===== src/sv/iof_pkg.sv =====
// ----------------------------------------------------------------------------
// iof_pkg
// Shared constants, controller states and the command/status bundles that
// pass between the interval overlap controller and its datapath.
// ----------------------------------------------------------------------------
package iof_pkg;

  // Default sizing of the range store
  localparam int MAX_SEGMENTS_DEF = 64;
  localparam int NUMBER_BITS_DEF  = 20;

  // Width of the reported load position
  localparam int SEG_IDX_W = 6;

  // Controller states
  typedef enum logic [1:0] {
    ST_LOAD,
    ST_SCAN,
    ST_FLUSH
  } state_t;

  // Commands from controller to datapath
  typedef struct packed {
    logic store;  // write the incoming range into the store
    logic start;  // begin a search run
    logic step;   // evaluate the current pair and advance
    logic flush;  // emit the closing result and end the run
  } cmd_t;

  // Status from datapath to controller
  typedef struct packed {
    logic stall;      // a hit cannot be taken this cycle
    logic last_pair;  // current pair is the final one of the run
    logic out_free;   // output register can take a transaction
  } sts_t;

endpackage


===== src/sv/iof_ctrl.sv =====
// ----------------------------------------------------------------------------
// iof_ctrl
// Sequencer for the overlap search: load ranges, walk all pairs, then
// close the run with a final result.
// ----------------------------------------------------------------------------
module iof_ctrl (
  input  logic          clk,
  input  logic          rst_n,
  input  logic          in_valid,
  input  logic          in_last_segment,
  output logic          in_ready,
  input  iof_pkg::sts_t sts,
  output iof_pkg::cmd_t cmd
);
  import iof_pkg::*;

  state_t state_r;
  state_t state_nxt;

  // State register
  always_ff @(posedge clk) begin
    if (!rst_n) begin
      state_r <= ST_LOAD;
    end else begin
      state_r <= state_nxt;
    end
  end

  // Next state and commands
  always_comb begin
    state_nxt = state_r;
    cmd       = '0;
    in_ready  = 1'b0;
    case (state_r)
      ST_LOAD: begin
        in_ready = 1'b1;
        if (in_valid) begin
          cmd.store = 1'b1;
          if (in_last_segment) begin
            cmd.start = 1'b1;
            state_nxt = ST_SCAN;
          end
        end
      end
      ST_SCAN: begin
        // hold the pair while a hit waits for the output register
        if (!sts.stall) begin
          cmd.step = 1'b1;
          if (sts.last_pair) begin
            state_nxt = ST_FLUSH;
          end
        end
      end
      ST_FLUSH: begin
        if (sts.out_free) begin
          cmd.flush = 1'b1;
          state_nxt = ST_LOAD;
        end
      end
      default: begin
        state_nxt = ST_LOAD;
      end
    endcase
  end

endmodule


===== config.mk =====
export PLATFORM = sky130hd
export DESIGN_NAME = iof_ctrl
export DESIGN_NICKNAME = d
export VERILOG_FILES = /design/src/sv/iof_pkg.sv /design/src/sv/iof_ctrl.sv
export SDC_FILE = /design/constraint.sdc
export NUM_CORES = 1
export LEC_CHECK = 0
export ABC_AREA = 1
export BUFFER_PORTS_ARGS = -buffer_cell sky130_fd_sc_hd__buf_2
export CORE_AREA = 3 3 40 42
export DETAILED_ROUTE_END_ITERATION = 10
export DIE_AREA = 0 0 43 45
export SETUP_SLACK_MARGIN = 0.3
export SLEW_MARGIN = 20
export SYNTH_ARGS = -nofsm -noshare
export SYNTH_HDL_FRONTEND = slang
export SYNTH_SLANG_ARGS = --single-unit

===== constraint.sdc =====
create_clock -name clk -period 1.2 [get_ports clk]
set_clock_uncertainty 0.15 [all_clocks]
set_input_delay 0.06 -clock clk [delete_from_list [all_inputs] [get_ports clk]]
set_output_delay 0.06 -clock clk [all_outputs]
set_load 0.01 [all_outputs]

==> out/summary.txt <==
Sink Count: 2
Hold Path Class: in -> reg
IO buf count: 11
Multi-input gate area: 101.3 um^2
Mapped Cells: 24
Endpoints failing setup: 0
Setup TNS: 0 ns
Fin crit share: 0.9355
Final hold violations: 2
Slew @ Worst Pin: 0.1170 ns
Hold_sp: sts[1]
Setup Crit Path Kind: reg -> out
Sequential fraction of the synthesis area: 0.2807
EDFF count, synth: 0
Wire per inst: 7.379 um
Worst Path Required: 0.99 ns
Synthesis-to-layout area growth: 128.1%
YS warnings: 0
Most frequent cell after synthesis: inv_1
Post-route ant nets: 0
DPL Wire Length: 292 um
Syn_nets: 31
Unrepaired setup endpoints after global routing: true
Setup crit start: state_r[1]
Largest net degree at the start of global routing: 5
Cell variety after synth: 11
CP peak stage delay: 0.35 ns
Routing usage on met1: 0.04317
Nets@finish: 52
IO Pins: 12
GRT Max-Usage Layer: met4
M3 GR Usage: 0.01195
R2R Setup Slk: 0.19 ns
Vias/cell: 3.448
Crit-path max FO: 4
Full die area: 0.001935 mm^2
Main synth FF type: dfxtp_1
Violated checks: negative hold slack
Clk_lat worst skew: 0.22 ns
CP endpoint kind: primary output
Drt initial violations: 0
Worst Path Arrival: 0.91 ns
Flip-flop and latch area: 45.04 um^2
Achievable Freq: 890.8 MHz
Global-route wire length before repair: 545 um
Core Region: 0.001285 mm^2
Final min period: 1.123 ns
PwrDens: 927.6 mW/mm^2
Pleak: 0.1791 nW
Top reg by flops: state_r
Share of layout cells above drive strength 1: 0.6977
Final-layout fill cell count: 148
Outcome: finished with violations
Root Buffer: clkbuf_4
Type of origin of the critical path: flip-flop
Initial Utilization: 0.1110
Global Route Usage Sum: 0.04572
Cells along the critical path: nor2_4 > and2_4 > buf_6
Slowest-stage cell, CP: dfxtp_4
Max FFs per register: 2
Vias: 200
Crit Reg-Reg Startpoint: state_r[0]
CTS Hold Buffers Added: 1
Biggest regs: state_r (2)
Die width: 43 um
Relative slew slack: 0.9217
Peak VDD IR: 286.7 uV
Total congestion overflow: 0
Vias in the first global route: 157
GPL Wtd Cong: 0.6623
Yosys reg bits: 2
Asr flop ratio synth: 0
Total wire length: 428 um
Clock slew at reported path FFs: 0.03 ns
Final Power: 301.8 uW
Largest area contributor in the netlist: dfxtp_1
Max Buffers Root-to-Sink: 2
Slew Limit Fails: 0
Max_cap viols: 0
# rows: 13
GRT met2 Usage: 0.05689
Worst hold stages: 4
Initial DRT Pass Iterations: 1
Top post-synthesis cells by area: dfxtp_1 (28%), inv_1 (18%), nand2_1 (13%), nor2_2 (8.8%), a21oi_2 (6.1%)
Die height: 45 um
Leading cell types by count after synthesis: inv_1 (7), nand2_1 (5), dfxtp_1 (2), nor2_1 (2), nor2_2 (2)
TritonCTS buffer count: 3
Min Hold Slack: -0.02582 ns
Initial antenna violation count: 0
Worst Reg-to-Reg Cells: 5
Hold endpoint: state_r[0]
Reg2Reg Capture Point: state_r[0]
Synth top area share: 0.2807
Synthesized area: 142.6 um^2
Post-Syn Area per Cell: 5.943 um^2
# DRC: 0
CTS H-tree depth: 1
Diode count: 0
CTS tree: built
[report_power, final]
part	total, mW	switching, mW	internal (mW)
Clock	0.147	0.0372	0.110
Combinational	0.0821	0.0355	0.0466
Sequential	0.0724	0.00356	0.0688
[routing by layer]
metal  up-vias  part of all wire
li1        108                 -
met2        10              0.49
met3         2             0.093
met1        80              0.38
met4         0             0.033
met5         -                 0
[what timing repair did]
action                     in CTS  in global routing
setup endpoints to repair       7                  7
gates resized for setup         3                 10
pin swaps                       0                  3
hold endpoints to repair        2                  2
buffers inserted                2                  2
[layout by cell type, fill, tap and decap left out]
cell,Yosys,routed
nor2_4,0,2
clkbuf_4,0,3
buf_4,0,3
buf_2,0,9
nand3_1,1,1
dlygate4sd3_1,0,1
nand2_2,1,3
inv_2,0,1
buf_6,0,3
dfxtp_4,0,1
nor2_1,2,2
nand2_1,5,3
a21oi_2,1,2
nor3_2,0,1
and2_4,0,1
dfxtp_2,0,1
inv_1,7,6
[kinds of logic (layout without fill, tap and decap cells)]
group,Yosys count,after routing,synth area share
simple gates,13,13,0.4386
buf+inv,7,26,0.1842
compound gates,2,2,0.09647
flops,2,2,0.2807
[per-stage QoR]
stage	setup slack [ns]	utilization	cell area, um^2	instances	hold WS [ns]
after floorplan	0.2823	-	147.6	24	0.02069
after global placement	0.2201	0.1723	221.5	50	0.1621
after detailed placement	0.2153	0.1723	221.5	50	0.1707
after CTS	0.05413	0.2132	274.0	56	-0.03451
after global routing	0.03206	0.2532	325.3	58	-0.008387
final	0.07736	0.2532	325.3	58	-0.02582
[critical path: cells and delay by family (launching register included)]
kind	cells	cell delay, ns
buf+inv	1	0.09
flops	1	0.35
simple gates	2	0.25
[how the worst max path moves through the flow]
| stage | end | slack, ns | cells past startpoint |
|---|---|---|---|
| 2_1_floorplan | cmd[1] | 0.28 | 2 |
| 3_3_place_gp | cmd[3] | 0.22 | 3 |
| 3_5_place_dp | cmd[3] | 0.22 | 3 |
| 4_1_cts | cmd[3] | 0.05 | 3 |
| 5_1_grt | cmd[3] | 0.03 | 3 |
| 6_report | cmd[3] | 0.08 | 3 |
[area by class of cell]
type,count,area share
clock buffer,3,0.06923
inverter,7,0.08077
multi-input combinational,15,0.3115
sequential,2,0.1385
tap,15,0.05769
timing repair buffer,16,0.3423
No activity file was read; power rests on OpenSTA's default activity.
